==> src/srs_pkg.sv <==
// shared types and constants for the stepper ramp sequencer
// no dependencies; used by srs_front, srs_queue, srs_back and the top level
package srs_pkg;

  localparam int unsigned KindW   = 3;
  localparam int unsigned IdxW    = 10;
  localparam int unsigned PeriodW = 16;
  localparam int unsigned StepsW  = 32;
  localparam int unsigned RampW   = 11;
  localparam int unsigned PosW    = 32;
  localparam int unsigned CfgAddrW = 3;

  localparam logic [KindW-1:0] KIND_LOAD  = 3'd0;
  localparam logic [KindW-1:0] KIND_VEL   = 3'd1;
  localparam logic [KindW-1:0] KIND_POS   = 3'd2;
  localparam logic [KindW-1:0] KIND_BRAKE = 3'd3;
  localparam logic [KindW-1:0] KIND_EVENT = 3'd4;

  localparam logic [StepsW-1:0] CONST_ENDLESS = 32'hFFFF_FFFF;
  localparam logic [RampW-1:0]  RAMP_LENGTH_RST = 11'd300;

  // register index, taken from paddr[2]
  localparam logic REG_RAMP_LENGTH = 1'b0;

  typedef enum logic [2:0] {
    OP_NONE,
    OP_LOAD,
    OP_START,
    OP_BRAKE,
    OP_EVENT
  } op_e;

  typedef enum logic [1:0] {
    PH_ACCEL = 2'd0,
    PH_CONST = 2'd1,
    PH_DECEL = 2'd2,
    PH_STOP  = 2'd3
  } phase_e;

  typedef struct packed {
    op_e                op;
    logic [IdxW-1:0]    idx;
    logic [PeriodW-1:0] period;
    logic               dir;
    logic [RampW-1:0]   ramp;
    logic [StepsW-1:0]  const_steps;
  } item_t;

  typedef struct packed {
    logic full;
    logic empty;
  } q_stat_t;

endpackage

==> src/srs_queue.sv <==
// two-entry queue of classified beats between front and back
// depends on srs_pkg
module srs_queue (
  input  logic             clk_i,
  input  logic             rst_ni,
  input  logic             push_i,
  input  srs_pkg::item_t   item_i,
  input  logic             pop_i,
  output srs_pkg::item_t   item_o,
  output srs_pkg::q_stat_t stat_o
);

  srs_pkg::item_t entry_q [2];
  logic           wr_ptr_q, wr_ptr_d;
  logic           rd_ptr_q, rd_ptr_d;
  logic [1:0]     cnt_q, cnt_d;

  assign item_o       = entry_q[rd_ptr_q];
  assign stat_o.full  = (cnt_q == 2'd2);
  assign stat_o.empty = (cnt_q == 2'd0);

  always_comb begin
    wr_ptr_d = push_i ? ~wr_ptr_q : wr_ptr_q;
    rd_ptr_d = pop_i  ? ~rd_ptr_q : rd_ptr_q;
    cnt_d    = cnt_q + 2'(push_i) - 2'(pop_i);
  end

  always_ff @(posedge clk_i or negedge rst_ni) begin
    if (!rst_ni) begin
      wr_ptr_q <= 1'b0;
      rd_ptr_q <= 1'b0;
      cnt_q    <= 2'd0;
    end else begin
      wr_ptr_q <= wr_ptr_d;
      rd_ptr_q <= rd_ptr_d;
      cnt_q    <= cnt_d;
    end
  end

  always_ff @(posedge clk_i) begin
    if (push_i) begin
      entry_q[wr_ptr_q] <= item_i;
    end
  end

endmodule

==> config.mk <==
export PLATFORM = sky130hd
export DESIGN_NAME = srs_queue
export DESIGN_NICKNAME = d
export VERILOG_FILES = /design/src/srs_pkg.sv /design/src/srs_queue.sv
export SDC_FILE = /design/constraint.sdc
export NUM_CORES = 1
export LEC_CHECK = 0
export CAP_MARGIN = 20
export CORE_MARGIN = 2
export CORE_UTILIZATION = 67
export DETAILED_ROUTE_END_ITERATION = 8
export DONT_BUFFER_PORTS = 1
export GPL_TIMING_DRIVEN = 0
export PLACE_DENSITY = 0.87
export SYNTH_ARGS = -nofsm -noshare
export SYNTH_HDL_FRONTEND = slang
export SYNTH_SLANG_ARGS = --single-unit
==> constraint.sdc <==
create_clock -name clk_i -period 8.3 [get_ports clk_i]
set_input_delay 0.415 -clock clk_i [delete_from_list [all_inputs] [get_ports clk_i]]
set_output_delay 0.415 -clock clk_i [all_outputs]
set_load 0.03 [all_outputs]
# After elaboration in Yosys (flattened, before gate mapping)
# Memory sizes are Yosys's and may differ from the RTL's.
# Index checks and enable logic that the tools add are counted.
[totals] reg_bits=4 ram_bits=146 input_bits=77 word_cells=12 n_memories=1
[memory_table] memory="entry_q" words=2 width=73 rd=1 rd_ports_with_merged_regs=0 write_ports=1 line_no="srs_queue.sv:13" text="srs_pkg::item_t entry_q [2];"
[classes] add_sub_neg=2 n_eq_ne=1 mux=2 bitwise=2 n_reduce_logical=1
[ops] op="adder 2 x 1 -> 2 bit" n=1
[ops] op="== test 2 bit, second input constant" n=1
[ops] op="logical NOT 2 bit" n=1
[ops] op="two-way mux 1 bit" n=2
[ops] op="NOT 1 bit" n=2
[ops] op="subtractor 2 x 1 -> 2 bit" n=1

# Depth between registers and ports, before layout
[depth] depth_word=2 ltp_mapped=5 depth_no_buf=5

# Worst setup path before layout
# No wires, ideal clock.
[synth_path] path_kind="register to register" startpoint="register wr_ptr_q" endpoint="memory entry_q[0][0] in the netlist's numbering, enable pin" setup_ps=513 arrival_ps=3643 required_ps=7787 path_slack_ps=4144 path_stages_with_launch=2 path_buffers=0 cell_sequence="dfrtp_1 nor2b_1"
[synth_lines] item="start, declared" line_no="srs_queue.sv:14" text="logic wr_ptr_q, wr_ptr_d;"
[synth_lines] item="start signal, assigned" line_no="srs_queue.sv:34" text="wr_ptr_q <= wr_ptr_d;"
[synth_lines] item="end, declared" line_no="srs_queue.sv:13"
# No word-level cell before the write port.

==> impl_metrics.tcl <==
set metrics [dict create \
    run_status "complete, no violations" \
    grt_pass1_vias 2814 \
    synth_seq_cells 150 \
    cts_buffers 17 \
    cts_max_path_buffers 2 \
    synth_edf_count 146 \
    post_cts.repair.setup_buffers 0 \
    cp_common_cell "buf_6" \
    hold_path.class "input port to register" \
    dpl_worst_slack_ns 6.778 \
    fin_total_pwr_w 0.002708 \
    synth_commonest_cells "edfxtp_1 (146), mux2_4 (60), mux2_2 (13)" \
    power.density_nw_per_um2 374.8 \
    finalCriticalPeriod_ns 2.078 \
    syn_inst 242 \
    start_util_pct 69.17 \
    grt_max_degree 48 \
    slew_violations 0 \
    max_slew_margin_pct 61.37 \
    cap_violations 0 \
    ios 152 \
    setup_ws_ns 6.222 \
    num_rows 33 \
    drive_gt1_share_pct 32.58 \
    die_area_um2 9279 \
    fmax_mhz 481.2 \
    track_usage_pct 25.34 \
    tightest_slew_ns 0.5782 \
    die_x_um 96.33 \
    dr.pass1.iters 4 \
    hold_viol_final 0 \
    syn_avg_cell_area_um2 23.60 \
    clk_pin_slew_worst_paths_ns 0.07 \
    syn_area_um2 5712 \
    yosysSeqAreaShare_pct 78.51 \
    finalSetupViolations 0 \
    wirelength_mm 11.38 \
    vias 2640 \
    path_cells "buf_6 -> buf_6 -> mux2_4" \
    ir_worst_vdd_mv 0.2241 \
    rsz0062_at_grt "false" \
    grt_overflow 0 \
    required_ns 7.89 \
    drt_iter0_drc 183 \
    clkSinkCount 150 \
    leakagePower_nw 2.677 \
    nNetsFinal 419 \
    io_buffers 0 \
    period_share_pct 25.04 \
    htreeDepth 4 \
    worstPathArrival_ns 1.66 \
    antenna_found_initial 0 \
    dp.cells 350 \
    viasPerCell 5.764 \
    critPathBufInv 2 \
    gp_congestion 0.5976 \
    synth_area_leader_cell "edfxtp_1" \
    synth_area_leaders "edfxtp_1 (77%), mux2_4 (16%), mux2_2 (2.6%)" \
    cts_tree "built" \
    dpl.hpwl_mm 5.910 \
    synth_most_common_cell "edfxtp_1" \
    die_y_um 96.33 \
    final_util_pct 87.50 \
    critPathKind "register to output port" \
    slowest_stage "mux2_4" \
    ant_nets 0 \
    cpPeakStageDelay_ns 0.38 \
    root_buffer "clkbuf_8" \
    crit_path_max_fanout 10 \
    grt_pass1_wl_mm 15.84 \
    area_growth_pct 26.51 \
    ys_warn_count 0 \
    drc 0 \
    yosysUniqueCellTypes 13 \
    crit_family "buffers and inverters" \
    crit_path_start_kind "register" \
    layout.cells.non_filler 458 \
    synth_top_area_share_pct 76.76 \
    syn_nets 321 \
    diodes 0 \
    synthArstFlopShare_pct 2.667 \
    worstSetupEndpointType "output port" \
    skew_ns 0.009987 \
    clock_latency_ns 0.52 \
    wl_per_cell_um 24.84 \
    setup_tns_ns 0 \
    core_um2 8258 \
    synthFlopType "edfxtp_1" \
]
## area by class of cell
class | instances | area [µm²]
Multi-Input combinational cell | 82 | 1146
Tap cell | 105 | 131.4
Sequential cell | 150 | 4484
Inverter | 2 | 7.507
Timing Repair Buffer | 79 | 828.3
Clock buffer | 18 | 417.9
Buffer | 8 | 83.83
Fill cell | 352 | 1032
Clock inverter | 14 | 126.4
## routing by layer
| layer | share of wire [%] | vias to the layer above | track usage (%) | wire, µm |
|---|---|---|---|---|
| met5 | 0 | - | 0 | 0 |
| met4 | 1.5 | 0 | 10.92 | 167 |
| met3 | 7.3 | 15 | 7.909 | 835 |
| met2 | 55 | 120 | 44.44 | 6220 |
| met1 | 37 | 1348 | 28.60 | 4153 |
| li1 | - | 1157 | - | - |
## final timing paths
kind,startpoint,end,slack (ns),cells after the start
worst max-delay path,rd_ptr_q$_DFFE_PN0P_,item_o[23],6.22,3
max in group asynchronous,rst_ni,wr_ptr_q$_DFFE_PN0P_,7.91,1
worst max register to register,wr_ptr_q$_DFFE_PN0P_,entry_q[1][34]$_DFFE_PP_,6.75,2
min in group asynchronous,rst_ni,cnt_q[0]$_DFF_PN0_,0.18,1
worst min register to register,wr_ptr_q$_DFFE_PN0P_,wr_ptr_q$_DFFE_PN0P_,0.64,1
worst min-delay path,push_i,cnt_q[0]$_DFF_PN0_,0.04,1
## layout by cell type, fill, tap and decap left out, drive strengths merged, types with 2 or more instances in the layout
| cell type | instances |
|---|---|
| nor2b | 2 |
| clkinv | 7 |
| inv | 5 |
| edfxtp | 146 |
| clkbuf | 18 |
| buf | 11 |
| dfrtp | 4 |
| mux2 | 73 |
| xor2 | 2 |
| clkinvlp | 3 |
| dlygate4sd3 | 76 |
| ha | 2 |
## kinds of logic (layout without fill, tap and decap cells)
logic type               count (synthesis)  after routing  synth area share, %
AND/OR/NAND/NOR                          4              4               0.3943
buffers and inverters                   10            121                1.599
flip-flops                             150            150                78.51
multiplexers                            73             73                18.34
XOR/XNOR                                 3              3               0.7229
adder cells (fa/ha/maj)                  2              2               0.4380
## state kept, by name, summed over array words and instances (netlist names)
| name | flops |
|---|---|
| entry_q | 146 |
| cnt_q | 2 |
| rd_ptr_q | 1 |
| wr_ptr_q | 1 |
## per-stage QoR
stage | area (µm²) | hold WS (ns)
2_1_floorplan | 5712 | 0.1194
3_3_place_gp | 5843 | 0.1195
3_5_place_dp | 5921 | 0.1195
4_1_cts | 7226 | 0.02434
5_1_grt | 7226 | 0.02592
6_report | 7226 | 0.03995
## repair_timing
item	CTS	global route
gates resized for setup	0	0
setup endpoints to repair	0	0
hold buffers	76	0
hold endpoints to repair	152	0
## power breakdown
part           internal, W  switching (W)  total [W]
Sequential         0.00101      0.0000497    0.00106
Combinational     0.000349       0.000600   0.000949
Clock             0.000399       0.000304   0.000703
Total              0.00175       0.000954    0.00271
(Power assumes the default switching activity.)
