File: config.mk
export PLATFORM = sky130hd
export DESIGN_NAME = srs_front
export DESIGN_NICKNAME = d
export VERILOG_FILES = /design/src/srs_pkg.sv /design/src/srs_front.sv
export SDC_FILE = /design/constraint.sdc
export NUM_CORES = 1
export LEC_CHECK = 0
export BUFFER_PORTS_ARGS = -buffer_cell sky130_fd_sc_hd__buf_2
export CORE_AREA = 2 2 80 82
export DETAILED_ROUTE_END_ITERATION = 8
export DIE_AREA = 0 0 82 84
export PLACE_DENSITY = 0.89
export SYNTH_ARGS = -nofsm -noshare
export SYNTH_HDL_FRONTEND = slang
export SYNTH_SLANG_ARGS = --single-unit
File: constraint.sdc
create_clock -name vclk -period 13.6
set_input_delay 2.04 -clock vclk [all_inputs]
set_output_delay 2.04 -clock vclk [all_outputs]
set_load 0.05 [all_outputs]
File: src/srs_pkg.sv
// shared types and constants for the stepper ramp sequencer
// no dependencies; used by srs_front, srs_queue, srs_back and the top level
package srs_pkg;

  localparam int unsigned KindW   = 3;
  localparam int unsigned IdxW    = 10;
  localparam int unsigned PeriodW = 16;
  localparam int unsigned StepsW  = 32;
  localparam int unsigned RampW   = 11;
  localparam int unsigned PosW    = 32;
  localparam int unsigned CfgAddrW = 3;

  localparam logic [KindW-1:0] KIND_LOAD  = 3'd0;
  localparam logic [KindW-1:0] KIND_VEL   = 3'd1;
  localparam logic [KindW-1:0] KIND_POS   = 3'd2;
  localparam logic [KindW-1:0] KIND_BRAKE = 3'd3;
  localparam logic [KindW-1:0] KIND_EVENT = 3'd4;

  localparam logic [StepsW-1:0] CONST_ENDLESS = 32'hFFFF_FFFF;
  localparam logic [RampW-1:0]  RAMP_LENGTH_RST = 11'd300;

  // register index, taken from paddr[2]
  localparam logic REG_RAMP_LENGTH = 1'b0;

  typedef enum logic [2:0] {
    OP_NONE,
    OP_LOAD,
    OP_START,
    OP_BRAKE,
    OP_EVENT
  } op_e;

  typedef enum logic [1:0] {
    PH_ACCEL = 2'd0,
    PH_CONST = 2'd1,
    PH_DECEL = 2'd2,
    PH_STOP  = 2'd3
  } phase_e;

  typedef struct packed {
    op_e                op;
    logic [IdxW-1:0]    idx;
    logic [PeriodW-1:0] period;
    logic               dir;
    logic [RampW-1:0]   ramp;
    logic [StepsW-1:0]  const_steps;
  } item_t;

  typedef struct packed {
    logic full;
    logic empty;
  } q_stat_t;

endpackage

File: src/srs_front.sv
// front end: accepts input beats, classifies them and works out move setup
// depends on srs_pkg; feeds srs_queue
module srs_front #(
  parameter int unsigned TABLE_DEPTH = 1024
) (
  input  logic                          in_valid_i,
  output logic                          in_stall_o,
  input  logic [srs_pkg::KindW-1:0]     kind_i,
  input  logic [srs_pkg::IdxW-1:0]      table_index_i,
  input  logic [srs_pkg::PeriodW-1:0]   table_period_i,
  input  logic                          velocity_direction_i,
  input  logic signed [srs_pkg::StepsW-1:0] move_steps_i,
  input  logic [srs_pkg::RampW-1:0]     ramp_length_i,
  input  srs_pkg::q_stat_t              q_stat_i,
  output logic                          push_o,
  output srs_pkg::item_t                item_o
);

  logic [srs_pkg::RampW-1:0]  ramp;
  logic [srs_pkg::RampW:0]    both;
  logic [srs_pkg::RampW:0]    both_m1;
  logic                       neg;
  logic [srs_pkg::StepsW-1:0] raw;
  logic [srs_pkg::StepsW:0]   diff;
  logic [srs_pkg::StepsW-1:0] const_steps;

  assign in_stall_o = q_stat_i.full;
  assign push_o     = in_valid_i && !q_stat_i.full;

  always_comb begin
    if (ramp_length_i == '0) begin
      ramp = srs_pkg::RampW'(1);
    end else if (32'(ramp_length_i) > TABLE_DEPTH) begin
      ramp = srs_pkg::RampW'(TABLE_DEPTH);
    end else begin
      ramp = ramp_length_i;
    end
  end

  assign both    = {ramp, 1'b0};
  assign both_m1 = both - 1'b1;
  assign neg     = move_steps_i[srs_pkg::StepsW-1];
  assign raw     = $unsigned(move_steps_i);

  // |steps| - 2*ramp in one subtract: for negative steps -x - b == ~x - (b-1)
  assign diff = neg ? ({1'b0, ~raw} - 33'(both_m1)) : ({1'b0, raw} - 33'(both));
  assign const_steps = (!diff[srs_pkg::StepsW] && diff[srs_pkg::StepsW-1:0] != '0) ?
                       diff[srs_pkg::StepsW-1:0] : '0;

  always_comb begin
    item_o.idx         = table_index_i;
    item_o.period      = table_period_i;
    item_o.ramp        = ramp;
    item_o.dir         = 1'b0;
    item_o.const_steps = '0;
    unique case (kind_i)
      srs_pkg::KIND_LOAD: begin
        // entries beyond the table are dropped here
        item_o.op = (32'(table_index_i) < TABLE_DEPTH) ? srs_pkg::OP_LOAD : srs_pkg::OP_NONE;
      end
      srs_pkg::KIND_VEL: begin
        item_o.op          = srs_pkg::OP_START;
        item_o.dir         = velocity_direction_i;
        item_o.const_steps = srs_pkg::CONST_ENDLESS;
      end
      srs_pkg::KIND_POS: begin
        item_o.op          = srs_pkg::OP_START;
        item_o.dir         = neg;
        item_o.const_steps = const_steps;
      end
      srs_pkg::KIND_BRAKE: item_o.op = srs_pkg::OP_BRAKE;
      srs_pkg::KIND_EVENT: item_o.op = srs_pkg::OP_EVENT;
      default:             item_o.op = srs_pkg::OP_NONE;
    endcase
  end

endmodule

# After elaboration in Yosys (flattened, before gate mapping)
# Cells that the tools add are included.
totals:
  elab_cells: 24
  inputBits: 76
  reg_bits: 0
op_classes:
  eq_ne: 4
  bitwise: 1
  magnitude_cmp: 1
  mux: 7
  addsub: 3
  reduce_logical: 8
ops:
  columns: ["operator", "n"]
  rows:
  - ["$sub 32x12->33", 2]
  - ["$pmux 32 s2", 1]
  - ["$mux 33", 1]
  - ["$mux 32", 1]
  - ["$not 32->32", 1]
  - ["$reduce_bool 32->1", 1]
  - ["$mux 11", 2]
  - ["$pmux 3 s4", 1]
  - ["$sub 12x1->12 const B", 1]
  - ["$gt 11x11->1 const B", 1]
  - ["$logic_not 11->1", 1]
  - ["$eq 3x2->1 const B", 2]
  - ["$eq 3x1->1 const B", 1]
  - ["$eq 3x3->1 const B", 1]
  - ["$logic_not 3->1", 1]
  - ["$logic_and 1x1->1", 2]
  - ["$logic_not 1->1", 2]
  - ["$pmux 1 s2", 1]
  - ["$reduce_or 2->1", 1]

# Logic depth before layout (Yosys ltp)
# Gate-level depths: netlist (run 1).
logic_depth:
  depth_word: 10
  ltp_mapped: 19
  mapped_depth_nobuf: 15

# Worst setup path after synthesis (run 1)
# Ideal clock, no wire load.
synth_path:
  path_kind: "input -> output"
  start: "in ramp_length_i[4] (netlist bit)"
  end: "out item_o[31] (netlist bit)"
  path_slack_ps: 4906
  arrival_time_ps: 6654
  cell_stages: 16
  cell_sequence: "or3_1 > clkbuf_1 > nor4_1 > o21a_1 > inv_1 > ha_1 > inv_1 > or3_1 > a21oi_1 > ha_1 > o21a_1 > o211ai_1 > a211oi_1 > a2111o_1 > o2bb2a_1 > o21ai_0"
synth_rtl:
  columns: ["item", "line_no", "text"]
  rows:
  - ["from (decl)", "srs_front.sv:13", "input logic [srs_pkg::RampW-1:0] ramp_length_i,"]
  - ["to (decl)", "srs_front.sv:16", "output srs_pkg::item_t item_o"]

==> results.toml, run 1 <==
[worst_setup_path]
worstSetupStartpointType = "primary input"
required_ns = 11.56
crit_chain = "buf_2 -> or4_1 -> nor4_1 -> o21a_1 -> inv_1 -> ha_1 -> inv_1 -> or3_1 -> a21oi_1 -> ha_1 -> o21a_1 -> nand2_1 -> o311ai_1 -> o21a_1 -> nand2_2 -> o31ai_1 -> buf_2"
arrival_ns = 7.08
endpoint_kind = "primary output"
cpPeakStageDelay_ns = 0.68
critPathMaxFanout = 20
critical_path_class = "in2out"
crit_top_cell = "o21a_1"
slowest_stage = "o311ai_1"

[power]
p_per_area_nw_per_um2 = 48.67
power.leakage_uw = 0.001586
vdd_drop_max_v = 0.00003903

[placement]
dpl.hpwl_um = 7936
place_inst = 609
numPortBuffers = 98
gp_congestion = 0.9454

[clock_network]
cts_resized = 0
ctsHoldBuffers = 0
post_cts_buffers = 0

[finish]
final_cell_count_no_fill = 609
syn_to_final_growth_pct = 9.231
design.seq.count = 0
nets = 635
fillers = 605
multi_input_area_um2 = 2713
seqCellArea_um2 = 0
drive_above_1_share = 0.2068
clockBufferCount = 0
antennaDiodeCount = 0

[sta]
relSlewSlack = 0.2895
worst_slew_pin_slew_ns = 1.066
setup_tns_ns = 0
grt_setup_unrepaired = "no"
slew_viol_final = 0
hold_violations = 0
fin_crit_sh = 0.6706
finalSetupViolCount = 0
fmax_mhz = 109.6
fin_crit_ns = 9.120

[hold_path]
min-delay-start = "table_period_i[7]"
hold_depth = 0
hp-class = "in2out"
worst_hold_path.endpoint = "item_o[51]"

[drt]
via_per_inst = 6.770
wl_um = 10280
wire_per_inst_um = 16.88
via_count = 4123
drtIter0Drc = 529
drc = 0
antenna_left = 0
dr.pass1.iters = 8

[synth]
synthTopCellsByArea = "ha_1, buf_4, o21ai_0"
syn_inst = 483
syn_nets = 584
synth.most_common_cell = "inv_1"
yosys_warnings = 0
synth_top_area_cell = "ha_1"
synth_cell_types = 66
syn_area_um2 = 3158
avgSynthCellArea_um2 = 6.538
synth_common_cells = "inv_1, o21ai_0, nor2_1"
yosysSeqAreaShare = 0
yosysTopAreaCellShare = 0.09113

[outcome]
status = "finished clean"

[floorplan]
die_area_um2 = 6888
core_area_um2 = 6096
fp.dieH_um = 84
dieWidth_um = 82
io_pins = 151
initial_core_util = 0.5181
rows = 29

[grt]
antenna_found_initial = 0
track_usage = 0.2859
grt_max_degree = 47
grt_pass1_vias = 3745
grt_pass1_wl_um = 16460
gr-total-overflow = 0

[flow_run]
maxCapViolations = 0
power by group:
part / internal (µW) / total, µW / leakage [µW] / switching (µW)
sequential: 0 / 0 / 0 / 0
combinational: 55.1 / 168 / 0.00159 / 113
clock: 0 / 0 / 0 / 0
total: 55.1 / 168 / 0.00159 / 113
final cells by class:
class              count  area share
repair buffers        99      0.1444
multi-input cells    395      0.7864
inverters             38     0.04135
well taps             77     0.02793
worst max-delay path by stage:
| stage | start | to | slack (ns) | depth (start not counted) |
|---|---|---|---|---|
| global route | ramp_length_i[6] | item_o[9] | 4.16 | 17 |
| finish | ramp_length_i[6] | item_o[9] | 4.48 | 17 |
| floorplan | ramp_length_i[4] | item_o[31] | 4.91 | 16 |
| CTS | ramp_length_i[6] | item_o[9] | 4.65 | 17 |
| global placement | ramp_length_i[6] | item_o[9] | 4.71 | 17 |
| detailed placement | ramp_length_i[6] | item_o[9] | 4.67 | 17 |
layout by cell type (no fill, tap or decap), types with 10 or more instances in the layout:
cell / count
nand3_1: 19
a21oi_1: 28
nor2_1: 30
o2111ai_1: 10
ha_1: 23
inv_1: 38
nand2_1: 26
nor2b_1: 10
a21o_1: 12
nor3_1: 14
buf_2: 98
o31ai_1: 16
o21ai_0: 37
xnor2_1: 11
o21a_1: 16
critical path: cells and delay by family:
kind,cells,cell delay [ns]
adder cells (fa/ha/maj),2,0.61
AO/OA/AOI/OAI,6,2.32
AND/OR/NAND/NOR,5,1.42
buffers and inverters,4,0.68
cells by family (layout without fill, tap and decap cells):
group | count (synthesis) | in the layout | synth area share
xor+xnor | 14 | 14 | 0.03883
compound gates | 180 | 180 | 0.3998
simple gates | 174 | 174 | 0.3098
fa+ha+maj | 25 | 25 | 0.1038
buf+inv | 88 | 137 | 0.1410
mux | 2 | 2 | 0.006735
per-stage QoR:
step | total power, µW | hold slack [ns] | setup WS, ns | utilization | cell area [µm²]
floorplan | 144.8 | 4.247 | 4.906 | - | 3158
global placement | 160.1 | 4.080 | 4.712 | 0.5659 | 3450
detailed placement | 164.0 | 4.080 | 4.668 | 0.5659 | 3450
CTS | 164.7 | 4.080 | 4.654 | 0.5659 | 3450
global route | 181.5 | 4.080 | 4.156 | 0.5659 | 3450
finish | 167.9 | 4.080 | 4.480 | 0.5659 | 3450
layer usage:
layer	global-route usage	vias to the layer above	part of all wire
met4	0.1000	0	0.039
met1	0.3685	1858	0.39
met3	0.03247	53	0.10
met2	0.4812	295	0.46
li1	-	1917	-
met5	0	-	0
(Power assumes the default switching activity.)
==> inputs of run 2 (changes only) <==
--- a/config.mk
+++ b/config.mk
@@ -6,10 +6,10 @@
 export NUM_CORES = 1
 export LEC_CHECK = 0
 export BUFFER_PORTS_ARGS = -buffer_cell sky130_fd_sc_hd__buf_2
-export CORE_AREA = 2 2 80 82
+export CORE_AREA = 2 2 87 89
 export DETAILED_ROUTE_END_ITERATION = 8
-export DIE_AREA = 0 0 82 84
-export PLACE_DENSITY = 0.89
+export DIE_AREA = 0 0 89 91
+export PLACE_DENSITY = 0.8
 export SYNTH_ARGS = -nofsm -noshare
 export SYNTH_HDL_FRONTEND = slang
 export SYNTH_SLANG_ARGS = --single-unit
==> constraint.sdc (replaced) <==
create_clock -name vclk -period 7.9
set_input_delay 1.185 -clock vclk [all_inputs]
set_output_delay 1.185 -clock vclk [all_outputs]
set_load 0.05 [all_outputs]
==> run 2 against run 1 <==
Hold slack worse by 1.7 ns. Clock-buffer cell count stayed put. Combinational power is 73% higher. Routed wire length is 2.8% higher. Critical path depth is 1 higher. Final area is 1.0% higher. Global-route usage is 3.8 points lower. Total power is 73% higher. Core utilization is 7.8 points lower. Setup slack worse by 3.6 ns. First-iteration DRC count is 13% lower.
==> results.toml, run 2 (same netlist as run 1, synthesis figures left out) <==
[drt]
dr.pass1.iters = 7
antenna_left = 0
via_count = 4037
drtIter0Drc = 462
wire_per_inst_um = 16.72
wl_um = 10570
via_per_inst = 6.388
drc = 0

[worst_setup_path]
endpoint_kind = "primary output"
critical_path_class = "in2out"
worstSetupStartpointType = "primary input"
critPathMaxFanout = 20
arrival_ns = 5.86
crit_chain = "buf_2 -> or4_1 -> nor4_1 -> o21a_1 -> inv_1 -> ha_1 -> inv_1 -> or3_1 -> a21oi_1 -> ha_1 -> o21a_1 -> nand2_1 -> o311ai_1 -> o21a_1 -> buf_4 -> nand2_2 -> o31ai_1 -> buf_2"
crit_buf_inv = 5
required_ns = 6.71
crit_family = "compound AO/OA/AOI/OAI gates"
slowest_stage = "o311ai_1"
cpPeakStageDelay_ns = 0.76
crit_top_cell = "o21a_1"

[sta]
worst_slew_pin_slew_ns = 1.022
timing.hold.ws_ns = 2.370
finalSetupViolCount = 0
fin_crit_sh = 0.8923
slew_viol_final = 0
fin_crit_ns = 7.049
hold_violations = 0
fmax_mhz = 141.9
setup_tns_ns = 0
relSlewSlack = 0.3187
grt_setup_unrepaired = "no"

[power]
total_switching_power_uw = 194.8
seq_power_share = 0
p_per_area_nw_per_um2 = 83.23
power_uw = 290.0
internal-power_uw = 95.20
vdd_drop_max_v = 0.00005535
power_frac_comb = 1.000
power.leakage_uw = 0.001591
clockPowerShare = 0
switching_share = 0.6718

[finish]
antennaDiodeCount = 0
clockBufferCount = 0
design.seq.count = 0
fillers = 780
drive_above_1_share = 0.2083
utilization = 0.4883
nets = 636
seqCellArea_um2 = 0
multi_input_area_um2 = 2713
syn_to_final_growth_pct = 10.34
final_cell_mix = "buf_2, inv_1, o21ai_0, nor2_1, a21oi_1"
final_common_cell = "buf_2"

[outcome]
status = "finished clean"

[floorplan]
dieWidth_um = 89
die_area_um2 = 8099
io_pins = 151
fp.dieH_um = 91
core_area_um2 = 7137
initial_core_util = 0.4425
rows = 31

[clock_network]
cts_resized = 0
post_cts_buffers = 0
ctsHoldBuffers = 0

[grt]
grt_max_degree = 47
antenna_found_initial = 0
track_usage = 0.2474
grt_pass1_wl_um = 16840
grt_pass1_vias = 3663
gr-total-overflow = 0

[hold_path]
hp-class = "in2out"

[placement]
gp_congestion = 0.8939
numPortBuffers = 98
dpl.hpwl_um = 8233

[flow_run]
maxCapViolations = 0
run 2: metal layers:
| layer | track usage | vias to the layer above | share of wire |
|---|---|---|---|
| met5 | 0 | - | 0 |
| met4 | 0.04478 | 0 | 0.021 |
| met3 | 0.02545 | 39 | 0.084 |
| met2 | 0.4223 | 223 | 0.48 |
| met1 | 0.3355 | 1854 | 0.42 |
| li1 | - | 1921 | - |
run 2: power by group through the flow:
stage / logic [µW] / clock network (µW) / registers, µW
floorplan: 249 / 0 / 0
global placement: 279 / 0 / 0
detailed placement: 284 / 0 / 0
CTS: 285 / 0 / 0
global route: 314 / 0 / 0
finish: 290 / 0 / 0
run 2: stage by stage:
stage / setup WS (ns) / area, µm² / instances
final: 0.8511 / 3485 / 632
after global routing: 0.4432 / 3485 / 632
after CTS: 0.9234 / 3485 / 632
after detailed placement: 0.9576 / 3485 / 632
after global placement: 1.007 / 3485 / 632
after floorplan: 0.9157 / 3158 / 483
run 2: final cells by class:
type	instances	area share
Multi-Input combinational cell	395	0.7785
Timing Repair Buffer	100	0.1451
Inverter	38	0.04093
Tap cell	99	0.03555
run 2: path summary, 6_finish.rpt:
| path | from | to | slack [ns] | depth (start not counted) |
|---|---|---|---|---|
| worst max-delay path | ramp_length_i[6] | item_o[7] | 0.85 | 18 |
| worst min-delay path | table_period_i[8] | item_o[52] | 2.37 | 0 |
